--- src/hw/rtl/rsfp_pkg.sv ---
// Shared constants, types and codes for the range smoother frame packer.
package rsfp_pkg;

    localparam int SENSOR_COUNT_DEF = 7;
    localparam int MM_W             = 16;
    localparam int LIMIT_W          = 11;
    localparam int CM_W             = 8;
    localparam int FIFO_DEPTH       = 4;
    localparam int FIFO_PTR_W       = 2;
    localparam int FIFO_CNT_W       = 3;

    localparam logic [LIMIT_W-1:0] LIMIT_RESET = 11'd1000;
    localparam logic [CM_W-1:0]    FRAME_HEAD  = 8'hFF;
    localparam logic [CM_W-1:0]    FRAME_TAIL  = 8'hAA;
    localparam logic [CM_W-1:0]    CM_MAX      = 8'hFF;

    // floor(x/5) == (x * 13108) >> 16 for every x below 2048
    localparam int                 RECIP_W     = 14;
    localparam logic [RECIP_W-1:0] RECIP_DIV5  = 14'd13108;
    localparam int                 RECIP_SHIFT = 16;
    localparam int                 PROD_W      = LIMIT_W + RECIP_W;

    typedef enum logic [1:0] {
        BYTE_HEAD,
        BYTE_DATA,
        BYTE_TAIL
    } byte_kind_t;

    typedef enum logic {
        FR_IDLE,
        FR_SEND
    } frame_state_t;

    // Write-back event from the update pipeline to the frame sequencer
    typedef struct packed {
        logic commit;     // an entry is written this cycle
        logic frame_end;  // that entry belongs to the last sensor
    } rsfp_commit_t;

endpackage

--- src/hw/rtl/range_smoother_frame_packer.sv ---
// Top level of the range smoother and frame packer.
//
//  channel     | direction | handshake                  | payload
//  ------------+-----------+----------------------------+---------------------------
//  s_axis      | in        | s_axis_tvalid/tready       | tdata[15:0] = range_mm
//  m_axis      | out       | m_axis_tvalid/tready       | tdata[7:0] = frame_byte,
//              |           |                            | tlast = frame_last
//  cfg         | in        | cfg_valid/cfg_ready        | cfg_data[10:0] = range_limit_mm
//
//  A reading's entry is read from the value memory at acceptance and written
//  back in the next cycle, so readings can follow back to back. A frame
//  streams SENSOR_COUNT + 2 bytes, one per cycle while the four-entry queue
//  has room. While a frame reads the memory, a sensor's reading is held until
//  its entry has been fetched. Reset clears per-entry valid flags, so no
//  clearing pass. Output stalls hold the frame sequencer and pending readings.
module range_smoother_frame_packer #(
    parameter int SENSOR_COUNT = rsfp_pkg::SENSOR_COUNT_DEF
) (
    input  logic                          aclk,
    input  logic                          aresetn,
    input  logic                          s_axis_tvalid,
    output logic                          s_axis_tready,
    input  logic [rsfp_pkg::MM_W-1:0]     s_axis_tdata,   // [15:0] range_mm
    output logic                          m_axis_tvalid,
    input  logic                          m_axis_tready,
    output logic [rsfp_pkg::CM_W-1:0]     m_axis_tdata,   // [7:0] frame_byte
    output logic                          m_axis_tlast,
    input  logic                          cfg_valid,
    output logic                          cfg_ready,
    input  logic [rsfp_pkg::LIMIT_W-1:0]  cfg_data        // [10:0] range_limit_mm
);
    import rsfp_pkg::*;

    localparam int SLOT_W = (SENSOR_COUNT > 1) ? $clog2(SENSOR_COUNT) : 1;
    localparam int CNT_W  = $clog2(SENSOR_COUNT + 1);

    logic [LIMIT_W-1:0] limit_reg;
    logic [CM_W-1:0]    cm;
    logic [CNT_W-1:0]   progress;
    rsfp_commit_t       commit;
    logic               rd_en;
    logic [SLOT_W-1:0]  rd_addr;
    logic [CM_W-1:0]    rd_data;

    // the user writes configuration only while idle; not enforced, the transaction is always taken
    assign cfg_ready = 1'b1;

    always_ff @(posedge aclk) begin
        if (!aresetn) begin
            limit_reg <= LIMIT_RESET;
        end else if (cfg_valid) begin
            limit_reg <= cfg_data;
        end
    end

    // clamp and convert to centimetres ahead of the memory read
    rsfp_scale u_scale (
        .range_mm (s_axis_tdata),
        .limit_mm (limit_reg),
        .cm       (cm)
    );

    // read-modify-write of the per-sensor smoothed value
    rsfp_store #(
        .SENSOR_COUNT (SENSOR_COUNT),
        .SLOT_W       (SLOT_W),
        .CNT_W        (CNT_W)
    ) u_store (
        .aclk      (aclk),
        .aresetn   (aresetn),
        .in_valid  (s_axis_tvalid),
        .in_ready  (s_axis_tready),
        .in_cm     (cm),
        .progress  (progress),
        .commit    (commit),
        .rd_b_en   (rd_en),
        .rd_b_addr (rd_addr),
        .rd_b_data (rd_data)
    );

    // emit header, stored values and trailer after the last sensor's update
    rsfp_framer #(
        .SENSOR_COUNT (SENSOR_COUNT),
        .SLOT_W       (SLOT_W),
        .CNT_W        (CNT_W)
    ) u_framer (
        .aclk      (aclk),
        .aresetn   (aresetn),
        .commit    (commit),
        .progress  (progress),
        .rd_en     (rd_en),
        .rd_addr   (rd_addr),
        .rd_data   (rd_data),
        .out_valid (m_axis_tvalid),
        .out_ready (m_axis_tready),
        .out_byte  (m_axis_tdata),
        .out_last  (m_axis_tlast)
    );

endmodule

--- src/hw/rtl/rsfp_scale.sv ---
// Clamp of a millimetre reading and conversion to saturated centimetres.
module rsfp_scale (
    input  logic [rsfp_pkg::MM_W-1:0]    range_mm,
    input  logic [rsfp_pkg::LIMIT_W-1:0] limit_mm,
    output logic [rsfp_pkg::CM_W-1:0]    cm
);
    import rsfp_pkg::*;

    logic [LIMIT_W-1:0]         clamped;
    logic [PROD_W-1:0]          prod;
    logic [PROD_W-RECIP_SHIFT-1:0] cm_full;

    always_comb begin
        if (range_mm > MM_W'(limit_mm)) begin
            clamped = limit_mm;
        end else begin
            clamped = range_mm[LIMIT_W-1:0];
        end
        prod    = PROD_W'(clamped) * PROD_W'(RECIP_DIV5);
        cm_full = prod[PROD_W-1:RECIP_SHIFT];
        // saturate: limits above 1279 would exceed one byte
        if (cm_full > (PROD_W-RECIP_SHIFT)'(CM_MAX)) begin
            cm = CM_MAX;
        end else begin
            cm = cm_full[CM_W-1:0];
        end
    end

endmodule

--- src/hw/rtl/rsfp_store.sv ---
// Smoothed-value memory with its read-modify-write update pipeline.
module rsfp_store #(
    parameter int SENSOR_COUNT = rsfp_pkg::SENSOR_COUNT_DEF,
    parameter int SLOT_W       = (SENSOR_COUNT > 1) ? $clog2(SENSOR_COUNT) : 1,
    parameter int CNT_W        = $clog2(SENSOR_COUNT + 1)
) (
    input  logic                       aclk,
    input  logic                       aresetn,
    input  logic                       in_valid,
    output logic                       in_ready,
    input  logic [rsfp_pkg::CM_W-1:0]  in_cm,
    input  logic [CNT_W-1:0]           progress,
    output rsfp_pkg::rsfp_commit_t     commit,
    input  logic                       rd_b_en,
    input  logic [SLOT_W-1:0]          rd_b_addr,
    output logic [rsfp_pkg::CM_W-1:0]  rd_b_data
);
    import rsfp_pkg::*;

    logic [CM_W-1:0]   cm_mem [SENSOR_COUNT];
    logic [SENSOR_COUNT-1:0] vld_reg;

    logic [SLOT_W-1:0] slot_reg, slot_next;
    logic              s1_vld_reg;
    logic [SLOT_W-1:0] s1_slot_reg;
    logic [CM_W-1:0]   s1_cm_reg;
    logic              s1_last_reg;
    logic              s1_seen_reg;
    logic [CM_W-1:0]   rd_a_data_reg;
    logic [CM_W-1:0]   rd_b_data_reg;

    logic              accept;
    logic              slot_last;
    logic [CM_W-1:0]   old_cm;
    logic [CM_W:0]     sum;
    logic [CM_W-1:0]   wr_data;

    // An entry is taken only after the frame reader has fetched it. Same-entry
    // overlap of read and write-back can only arise with one sensor, where the
    // pending frame already blocks the next reading.
    assign in_ready  = CNT_W'(slot_reg) < progress;
    assign accept    = in_valid && in_ready;
    assign slot_last = slot_reg == SLOT_W'(SENSOR_COUNT - 1);

    always_comb begin
        if (slot_last) begin
            slot_next = '0;
        end else begin
            slot_next = slot_reg + 1'b1;
        end
        old_cm  = s1_seen_reg ? rd_a_data_reg : '0;
        sum     = (CM_W+1)'(old_cm) + (CM_W+1)'(s1_cm_reg);
        wr_data = sum[CM_W:1];
    end

    assign commit.commit    = s1_vld_reg;
    assign commit.frame_end = s1_last_reg;
    assign rd_b_data        = rd_b_data_reg;

    always_ff @(posedge aclk) begin
        if (!aresetn) begin
            slot_reg   <= '0;
            s1_vld_reg <= 1'b0;
            vld_reg    <= '0;
        end else begin
            s1_vld_reg <= accept;
            if (accept) begin
                slot_reg <= slot_next;
            end
            if (s1_vld_reg) begin
                vld_reg[s1_slot_reg] <= 1'b1;
            end
        end
    end

    always_ff @(posedge aclk) begin
        if (accept) begin
            rd_a_data_reg <= cm_mem[slot_reg];
            s1_seen_reg   <= vld_reg[slot_reg];
            s1_slot_reg   <= slot_reg;
            s1_cm_reg     <= in_cm;
            s1_last_reg   <= slot_last;
        end
        if (rd_b_en) begin
            rd_b_data_reg <= cm_mem[rd_b_addr];
        end
        if (s1_vld_reg) begin
            cm_mem[s1_slot_reg] <= wr_data;
        end
    end

endmodule

--- src/hw/rtl/rsfp_framer.sv ---
// Frame sequencer: header, memory readout, trailer, into a small output queue.
module rsfp_framer #(
    parameter int SENSOR_COUNT = rsfp_pkg::SENSOR_COUNT_DEF,
    parameter int SLOT_W       = (SENSOR_COUNT > 1) ? $clog2(SENSOR_COUNT) : 1,
    parameter int CNT_W        = $clog2(SENSOR_COUNT + 1),
    parameter int SEQ_W        = $clog2(SENSOR_COUNT + 2)
) (
    input  logic                       aclk,
    input  logic                       aresetn,
    input  rsfp_pkg::rsfp_commit_t     commit,
    output logic [CNT_W-1:0]           progress,
    output logic                       rd_en,
    output logic [SLOT_W-1:0]          rd_addr,
    input  logic [rsfp_pkg::CM_W-1:0]  rd_data,
    output logic                       out_valid,
    input  logic                       out_ready,
    output logic [rsfp_pkg::CM_W-1:0]  out_byte,
    output logic                       out_last
);
    import rsfp_pkg::*;

    frame_state_t    state_reg, state_next;
    logic [SEQ_W-1:0] seq_reg, seq_next;
    logic            pend_reg, pend_next;
    logic            pipe_vld_reg;
    byte_kind_t      pipe_kind_reg;

    logic [CM_W-1:0] fifo_byte_reg [FIFO_DEPTH];
    logic            fifo_last_reg [FIFO_DEPTH];
    logic [FIFO_PTR_W-1:0] wr_ptr_reg, rd_ptr_reg;
    logic [FIFO_CNT_W-1:0] cnt_reg;

    byte_kind_t      kind;
    logic            credit_ok;
    logic            issue;
    logic            frame_req;
    logic            push, pop;
    logic [CM_W-1:0] push_byte;

    assign frame_req = commit.commit && commit.frame_end;
    assign credit_ok = (cnt_reg + FIFO_CNT_W'(pipe_vld_reg)) < FIFO_CNT_W'(FIFO_DEPTH);
    assign issue     = (state_reg == FR_SEND) && credit_ok;

    // next state
    always_comb begin
        state_next = state_reg;
        case (state_reg)
            FR_IDLE: begin
                if (pend_reg) begin
                    state_next = FR_SEND;
                end
            end
            FR_SEND: begin
                if (issue && (seq_reg == SEQ_W'(SENSOR_COUNT + 1))) begin
                    state_next = FR_IDLE;
                end
            end
            default: state_next = FR_IDLE;
        endcase
    end

    // outputs
    always_comb begin
        if (seq_reg == '0) begin
            kind = BYTE_HEAD;
        end else if (seq_reg == SEQ_W'(SENSOR_COUNT + 1)) begin
            kind = BYTE_TAIL;
        end else begin
            kind = BYTE_DATA;
        end
        rd_en   = issue && (kind == BYTE_DATA);
        rd_addr = SLOT_W'(seq_reg - 1'b1);

        seq_next = seq_reg;
        case (state_reg)
            FR_IDLE: seq_next = '0;
            FR_SEND: begin
                if (issue) begin
                    seq_next = seq_reg + 1'b1;
                end
            end
            default: seq_next = '0;
        endcase

        pend_next = pend_reg;
        if (frame_req) begin
            pend_next = 1'b1;
        end else if (state_reg == FR_IDLE) begin
            pend_next = 1'b0;
        end

        // slots already fetched for the frame in progress
        if (pend_reg || frame_req) begin
            progress = '0;
        end else if (state_reg == FR_SEND) begin
            progress = (seq_reg == '0) ? '0 : CNT_W'(seq_reg - 1'b1);
        end else begin
            progress = CNT_W'(SENSOR_COUNT);
        end
    end

    always_comb begin
        case (pipe_kind_reg)
            BYTE_HEAD: push_byte = FRAME_HEAD;
            BYTE_DATA: push_byte = rd_data;
            BYTE_TAIL: push_byte = FRAME_TAIL;
            default:   push_byte = FRAME_HEAD;
        endcase
    end

    assign push      = pipe_vld_reg;
    assign out_valid = cnt_reg != '0;
    assign pop       = out_valid && out_ready;
    assign out_byte  = fifo_byte_reg[rd_ptr_reg];
    assign out_last  = fifo_last_reg[rd_ptr_reg];

    always_ff @(posedge aclk) begin
        if (!aresetn) begin
            state_reg    <= FR_IDLE;
            seq_reg      <= '0;
            pend_reg     <= 1'b0;
            pipe_vld_reg <= 1'b0;
            wr_ptr_reg   <= '0;
            rd_ptr_reg   <= '0;
            cnt_reg      <= '0;
        end else begin
            state_reg    <= state_next;
            seq_reg      <= seq_next;
            pend_reg     <= pend_next;
            pipe_vld_reg <= issue;
            if (push) begin
                wr_ptr_reg <= wr_ptr_reg + 1'b1;
            end
            if (pop) begin
                rd_ptr_reg <= rd_ptr_reg + 1'b1;
            end
            cnt_reg <= cnt_reg + FIFO_CNT_W'(push) - FIFO_CNT_W'(pop);
        end
    end

    always_ff @(posedge aclk) begin
        if (issue) begin
            pipe_kind_reg <= kind;
        end
        if (push) begin
            fifo_byte_reg[wr_ptr_reg] <= push_byte;
            fifo_last_reg[wr_ptr_reg] <= pipe_kind_reg == BYTE_TAIL;
        end
    end

endmodule

--- config.mk ---
export PLATFORM = sky130hd
export DESIGN_NAME = range_smoother_frame_packer
export DESIGN_NICKNAME = d
export VERILOG_FILES = /design/src/hw/rtl/rsfp_pkg.sv /design/src/hw/rtl/range_smoother_frame_packer.sv /design/src/hw/rtl/rsfp_scale.sv /design/src/hw/rtl/rsfp_store.sv /design/src/hw/rtl/rsfp_framer.sv
export SDC_FILE = /design/constraint.sdc
export NUM_CORES = 1
export LEC_CHECK = 0
export BUFFER_PORTS_ARGS = -buffer_cell sky130_fd_sc_hd__buf_2
export CAP_MARGIN = 30
export CORE_MARGIN = 2
export CORE_UTILIZATION = 44
export DETAILED_ROUTE_END_ITERATION = 8
export HOLD_SLACK_MARGIN = 0.03
export PLACE_DENSITY_LB_ADDON = 0.05
export SLEW_MARGIN = 20
export SYNTH_ARGS = -nofsm -noshare
export SYNTH_HDL_FRONTEND = slang
export SYNTH_SLANG_ARGS = --single-unit
--- constraint.sdc ---
create_clock -name aclk -period 25.7 [get_ports aclk]
set_clock_uncertainty 0.2 [all_clocks]
set_input_delay 6.425 -clock aclk [delete_from_list [all_inputs] [get_ports aclk]]
set_output_delay 6.425 -clock aclk [all_outputs]
set_load 0.02 [all_outputs]
# After elaboration in Yosys (flattened, before gate mapping)
# Memories as Yosys holds them, arrays and structs flattened. A register that Yosys moved wholly into a read port is not among the register bits.
# Cells that the tools add are included.
# W data, S select, Z words.
# totals
register_bits,51
ram_bits,92
in_bits,32
out_inout_bits,12
wordCells,82
mem_count,3
# mem_list
name,words,width,read_ports,rd_ports_with_merged_regs,write_ports,line,source
u_store.cm_mem,7,8,2,2,1,rsfp_store.sv:20,logic [CM_W-1:0] cm_mem [SENSOR_COUNT];
u_framer.fifo_byte_reg,4,8,1,1,1,rsfp_framer.sv:28,logic [CM_W-1:0] fifo_byte_reg [FIFO_DEPTH];
u_framer.fifo_last_reg,4,1,1,1,1,rsfp_framer.sv:29,logic fifo_last_reg [FIFO_DEPTH];
# op_classes
add_sub_neg,8
mul,1
magnitude_cmp,7
eq_ne,7
mux,28
bitwise,2
n_reduce_logical,10
# op_table
op,n
$mul A11 B12 Y23 const B,1
$gt A16 B11 Y1,1
$pmux W8 S2,1
$mux W2,6
$mux W3,4
$mux W11,1
$mux W1,10
$add A8 B8 Y9,1
$gt A9 B8 Y1 const B,1
$lt A3 B4 Y1 const B,2
$mux W8,1
$pmux W4 S2,1
$logic_and A1 B1 Y1,7
$or A7 B7 Y7,1
$add A2 B1 Y2 const B,2
$add A4 B1 Y4 const B,1
$eq A2 B1 Y1 const B,2
$eq A4 B4 Y1 const B,1
$logic_not A4 Y1,1
$mux W4,1
$ne A2 B2 Y1 const B,2
$add A3 B1 Y3,1
$add A3 B1 Y3 const B,1
$bmux W1 S3,1
other kinds (12),12

# Longest topological paths before layout
# logic_depth
word_depth,6
mapped_depth,29
depth_no_buf,28

# Hierarchy
# Synthesis repeated with hierarchy kept, for this count alone.
# unflattened
cells_unflattened,801
hier_area_um2,9808.2
# by_module_without_submodules
module,instances,cells_per_inst,area_per_inst_um2,seq_area_each_um2
rsfp_store,1,292,4446.8,2772.7
rsfp_scale,1,314,2673.8,0.0
rsfp_framer,1,158,2277.2,1461.4
range_smoother_frame_packer,1,37,410.4,220.2

# Least setup slack after synthesis
# No wires, ideal clock.
# synth_timing
path_type,input -> register
start,in s_axis_tdata[13] (netlist bit)
end,reg u_store.s1_cm_reg[6] (data pin)
setup_ns,0.266
arrival_ns,12.461
t_required_ns,25.234
path_slack_ns,12.773
stages,25
path_buffers,2
cell_sequence,or4_1 -> nor2_1 -> nand3b_1 -> o31ai_4 -> buf_2 -> clkbuf_1 -> o21a_1 -> inv_1 -> ha_1 -> fa_1 -> fa_1 -> inv_1 -> fa_1 -> fa_1 -> inv_1 -> ha_1 -> nand2_1 -> o21ai_0 -> o21bai_1 -> a21oi_1 -> o31ai_1 -> a31oi_4 -> a21oi_2 -> xnor2_4 -> o21ai_1
# synth_via
elab_chain_len,4
# synth_rtl
item,line,source
start: declaration,range_smoother_frame_packer.sv:23,"input logic [rsfp_pkg::MM_W-1:0] s_axis_tdata,"
$gt A16 B11 Y1 *,rsfp_scale.sv:14,if (range_mm > MM_W'(limit_mm)) begin
$mux W11 *,rsfp_scale.sv:14,
$mul A11 B12 Y23 *,rsfp_scale.sv:19,prod = PROD_W'(clamped) * PROD_W'(RECIP_DIV5);
$gt A9 B8 Y1,rsfp_scale.sv:22,if (cm_full > (PROD_W-RECIP_SHIFT)'(CM_MAX)) begin
end signal: assignment,rsfp_store.sv:81,s1_cm_reg <= in_cm;
end: declaration,rsfp_store.sv:26,logic [CM_W-1:0] s1_cm_reg;
# Mark *: on every way between the ends. The rest lies on a longest branch, timed or not.
# A chain may end at the register's enable or synchronous reset.

# Worst setup path after layout
# layout_timing
start,in s_axis_tdata[9] (netlist bit)
end,reg u_store.s1_cm_reg[6] (data pin)
# layout_via
elab_chain_len,4
# layout_rtl
item,line
$gt A16 B11 Y1,rsfp_scale.sv:14
$mux W11 *,rsfp_scale.sv:14
$mul A11 B12 Y23 *,rsfp_scale.sv:19
$gt A9 B8 Y1,rsfp_scale.sv:22
# Marks and branches as above.

==> metrics.txt <==
# TYPE chip_impl_metric gauge
chip_impl_metric{name="vias",unit=""} 5894
chip_impl_metric{name="number_of_cells_in_the_design_after_placement",unit=""} 1104
chip_impl_metric{name="max-slew-margin-rel",unit=""} 0.3689
chip_impl_metric{name="cts-htree-levels",unit=""} 4
chip_impl_info{name="post-synth-top-area-cell",value="sky130_fd_sc_hd__edfxtp_1"} 1
chip_impl_metric{name="synthesis.nets",unit=""} 959
chip_impl_metric{name="placementRows",unit=""} 53
chip_impl_metric{name="final.period_utilization",unit=""} 0.5006
chip_impl_metric{name="maximum_number_of_pins_on_one_net_before_global_route_repair",unit=""} 32
chip_impl_metric{name="grt_pass1_wl",unit="µm"} 31710
chip_impl_metric{name="number_of_flip_flops_and_latches_in_the_synthesized_netlist",unit=""} 161
chip_impl_metric{name="post_synth_inst_count",unit=""} 800
chip_impl_metric{name="grt.met3_usage",unit=""} 0.03464
chip_impl_metric{name="drt-total-wl",unit="µm"} 19770
chip_impl_metric{name="synth.mux.area_fraction",unit=""} 0.1000
chip_impl_info{name="dominantRegCellSynth",value="sky130_fd_sc_hd__edfxtp_1"} 1
chip_impl_info{name="clock_tree.root_cell",value="sky130_fd_sc_hd__clkbuf_16"} 1
chip_impl_metric{name="clk_pin_slew_worst_paths",unit="ns"} 0.07
chip_impl_metric{name="detailedRoute.firstIterationViolations",unit=""} 331
chip_impl_metric{name="die_ht",unit="µm"} 150.8
chip_impl_metric{name="hold_buffers",unit=""} 0
chip_impl_metric{name="fin_cells",unit=""} 1140
chip_impl_metric{name="drtPass1Iterations",unit=""} 4
chip_impl_metric{name="synth.cell_area",unit="mm²"} 0.009482
chip_impl_info{name="crit_family",value="adder cells"} 1
chip_impl_metric{name="groute.usage.overall",unit=""} 0.1865
chip_impl_metric{name="clk-insertion-delay-late",unit="ns"} 0.43
chip_impl_metric{name="crit_path_max_incr_delay",unit="ns"} 0.57
chip_impl_metric{name="synth_compound_area_frac",unit=""} 0.07535
chip_impl_metric{name="die_area",unit="mm²"} 0.02274
chip_impl_info{name="cts_tree",value="done"} 1
chip_impl_metric{name="static-leakage-power",unit="nW"} 4.399
chip_impl_metric{name="via_per_instance_ratio",unit=""} 5.170
chip_impl_metric{name="cts-buffers-inserted",unit=""} 17
chip_impl_info{name="hold_start",value="u_store.vld_reg[3]"} 1
chip_impl_metric{name="post-synth-top-area-fraction",unit=""} 0.3895
chip_impl_metric{name="largest_reg_flops",unit=""} 56
chip_impl_metric{name="number_of_antenna_violations_at_the_first_check_in_global_routing",unit=""} 1
chip_impl_metric{name="timing.critical_path.fanout_max",unit=""} 16
chip_impl_metric{name="max-cap-violations",unit=""} 0
chip_impl_metric{name="dieWidth",unit="µm"} 150.8
chip_impl_metric{name="fin_tns_setup",unit="ns"} 0
chip_impl_metric{name="starting_density_of_the_core",unit=""} 0.4496
chip_impl_metric{name="routed_wire_length_per_instance",unit="µm"} 17.34
chip_impl_metric{name="antenna_left",unit=""} 0
chip_impl_metric{name="grt_pass1_vias",unit=""} 5991
chip_impl_metric{name="number_of_nets_in_the_final_layout",unit=""} 1010
chip_impl_metric{name="cp.arrival",unit="ns"} 12.83
chip_impl_metric{name="synthSimpleGateAreaFrac",unit=""} 0.08723
chip_impl_metric{name="synth_adder_area_share",unit=""} 0.1929
chip_impl_metric{name="synth_cell_type_count",unit=""} 50
chip_impl_metric{name="use_met1",unit=""} 0.2446
chip_impl_metric{name="count_of_flip_flops_with_a_built_in_enable_after_synthesis",unit=""} 123
chip_impl_metric{name="maxSlewViolCount",unit=""} 0
chip_impl_metric{name="ios",unit=""} 44
chip_impl_metric{name="power.density_cell_area",unit="mW/mm²"} 92.28
chip_impl_info{name="critPathSlowestCell",value="sky130_fd_sc_hd__o31ai_4"} 1
chip_impl_metric{name="yosysWarnings",unit=""} 0
chip_impl_metric{name="setup_violations",unit=""} 0
chip_impl_info{name="status",value="finished clean"} 1
chip_impl_metric{name="syn_area_per_cell",unit="µm²"} 11.85
chip_impl_metric{name="synth.yosys.seq_area_share",unit=""} 0.4698
chip_impl_metric{name="remaining_drc_errors",unit=""} 0
chip_impl_metric{name="core_area",unit="mm²"} 0.02109
chip_impl_info{name="cp-startpoint",value="s_axis_tdata[9]"} 1
chip_impl_metric{name="place.port_buffers",unit=""} 42
chip_impl_info{name="timing.critical_path.to_type",value="flip-flop"} 1
chip_impl_metric{name="post_cts.resized_instances",unit=""} 0
chip_impl_metric{name="synth_xor_area_frac",unit=""} 0.02507
chip_impl_metric{name="min_period",unit="ns"} 12.86
chip_impl_metric{name="synth_async_sr_flop_share",unit=""} 0
chip_impl_metric{name="tightestPinTransition",unit="ns"} 0.9399
chip_impl_info{name="rsz_0062_raised_after_global_routing",value="false"} 1
chip_impl_metric{name="worst-path-buf-inv",unit=""} 6
chip_impl_metric{name="place.gp.congestion",unit=""} 0.8218
chip_impl_metric{name="report.final.hold_viol_count",unit=""} 0
chip_impl_info{name="rr_startpoint",value="limit_reg[9]"} 1
chip_impl_metric{name="detailed_place.area",unit="mm²"} 0.01004
chip_impl_metric{name="worst_ep_required_time",unit="ns"} 25.67
chip_impl_metric{name="max_freq",unit="MHz"} 77.73
chip_impl_metric{name="globalRoute.totalOverflow",unit=""} 0
chip_impl_info{name="worstSetupStartpointType",value="input port"} 1
chip_impl_metric{name="number_of_setup_buffers_added_after_cts",unit=""} 0
chip_impl_info{name="crit_type",value="input port to flip-flop"} 1
chip_impl_metric{name="r2r_slack",unit="ns"} 18.57
chip_impl_metric{name="met2_usage",unit=""} 0.3139
chip_impl_metric{name="area_growth_syn_to_layout",unit="%"} 12.87
chip_impl_info{name="holdCritPathClass",value="flip-flop to flip-flop"} 1
chip_impl_info{name="grt_busiest_layer",value="met2"} 1
chip_impl_metric{name="ir_worst_vdd",unit="mV"} 0.07455
chip_impl_metric{name="cts.sink_count",unit=""} 161
chip_impl_metric{name="max-clock-path-buffers",unit=""} 2
chip_impl_metric{name="nFillCells",unit=""} 1904
chip_impl_info{name="combinational_family_with_the_most_area_after_synthesis",value="adder cells"} 1
chip_impl_info{name="post_synth_main_area_contributors",value="sky130_fd_sc_hd__edfxtp_1 (39%), sky130_fd_sc_hd__ha_1 (13%), sky130_fd_sc_hd__dfxtp_1 (8.0%), sky130_fd_sc_hd__fa_1 (6.8%), sky130_fd_sc_hd__mux4_2 (6.2%)"} 1
chip_impl_metric{name="post_route_cells_drive_above_1_share",unit=""} 0.1528
chip_impl_metric{name="final_design_area_no_fill",unit="mm²"} 0.01070
chip_impl_metric{name="detailedPlacementHpwl",unit="µm"} 15310
==> logic make-up after synthesis <==
group                    count (synthesis)
AO/OA/AOI/OAI                          116
buffers and inverters                  123
adder cells (fa/ha/maj)                127
XOR/XNOR                                25
AND/OR/NAND/NOR                        186
multiplexers                            61
other                                    1
flip-flops                             161
==> stage by stage <==
stage	util	setup slack [ns]	power, W	hold slack [ns]
after floorplan	-	12.77	0.0006350	0.2064
after global placement	0.4737	12.28	0.0007283	0.2498
after detailed placement	0.4761	12.15	0.0007350	0.2628
after CTS	0.5061	12.61	0.0009991	0.2788
after global routing	0.5074	12.43	0.001064	0.3123
final	0.5075	12.84	0.0009875	0.2727
==> synth_stat cells, types with 3 or more instances <==
| master | number |
|---|---|
| sky130_fd_sc_hd__edfxtp_1 | 123 |
| sky130_fd_sc_hd__nor2b_1 | 3 |
| sky130_fd_sc_hd__or3_1 | 3 |
| sky130_fd_sc_hd__nand4_1 | 6 |
| sky130_fd_sc_hd__and2_1 | 12 |
| sky130_fd_sc_hd__nor3_1 | 6 |
| sky130_fd_sc_hd__o31ai_1 | 3 |
| sky130_fd_sc_hd__a21o_1 | 11 |
| sky130_fd_sc_hd__inv_1 | 99 |
| sky130_fd_sc_hd__buf_1 | 3 |
| sky130_fd_sc_hd__mux4_2 | 26 |
| sky130_fd_sc_hd__and3_1 | 5 |
| sky130_fd_sc_hd__nand2_1 | 66 |
| sky130_fd_sc_hd__nand3b_1 | 3 |
| sky130_fd_sc_hd__clkbuf_1 | 17 |
| sky130_fd_sc_hd__o211ai_1 | 7 |
| sky130_fd_sc_hd__xor2_1 | 8 |
| sky130_fd_sc_hd__nand3_1 | 7 |
| sky130_fd_sc_hd__o21a_1 | 4 |
| sky130_fd_sc_hd__dfxtp_1 | 38 |
| sky130_fd_sc_hd__o21ai_0 | 39 |
| sky130_fd_sc_hd__fa_1 | 32 |
| sky130_fd_sc_hd__mux2i_1 | 25 |
| sky130_fd_sc_hd__nor2_1 | 66 |
| sky130_fd_sc_hd__a21oi_1 | 34 |
| sky130_fd_sc_hd__mux2_2 | 10 |
| sky130_fd_sc_hd__nand2b_1 | 4 |
| sky130_fd_sc_hd__ha_1 | 95 |
| sky130_fd_sc_hd__xnor2_1 | 16 |
| sky130_fd_sc_hd__o21bai_1 | 5 |
==> metal layers <==
metal,routed length (µm),up-vias
li1,-,2917
met1,8675,2872
met2,9969,82
met3,726,23
met4,396,0
met5,0,-
==> worst min-delay path, stage by stage (launching register included) <==
cell	delay, ns
sky130_fd_sc_hd__dfxtp_1	0.32
sky130_fd_sc_hd__nor2_1	0.04
sky130_fd_sc_hd__nor2_1	0.07
==> cell type report <==
class	count	area, µm²	area share
Tap cell	275	344.1	0.03215
Multi-Input combinational cell	516	4571	0.4271
Sequential cell	161	4454	0.4162
Clock buffer	17	425.4	0.03975
Inverter	101	379.1	0.03543
Clock inverter	15	206.4	0.01929
Timing Repair Buffer	54	319.1	0.02981
Antenna cell	1	2.502	0.0002338
==> path summary, 6_finish.rpt <==
path / end / cells after the start
setup / recovery: u_store.s1_cm_reg[6] / 27
hold / removal: u_store.vld_reg[3] / 2
setup reg to reg: u_store.s1_cm_reg[6] / 27
hold reg to reg: u_store.vld_reg[3] / 2
==> power by group <==
group	internal, W	total, W	switching [W]
sequential	0.000328	0.000339	0.0000111
clock	0.000142	0.000262	0.000120
combinational	0.000161	0.000387	0.000225
total	0.000631	0.000987	0.000356
==> layout by cell type, fill, tap and decap left out, drive strengths merged, types with 25 or more instances in the layout <==
cell type and count:
nand2 66, fa 32, dfxtp 38, o21ai 42
ha 95, inv 107, mux2i 25, nor2 66
edfxtp 123, buf 54, mux4 26, a21oi 35
Note: power is estimated with default switching activity, not from simulation.
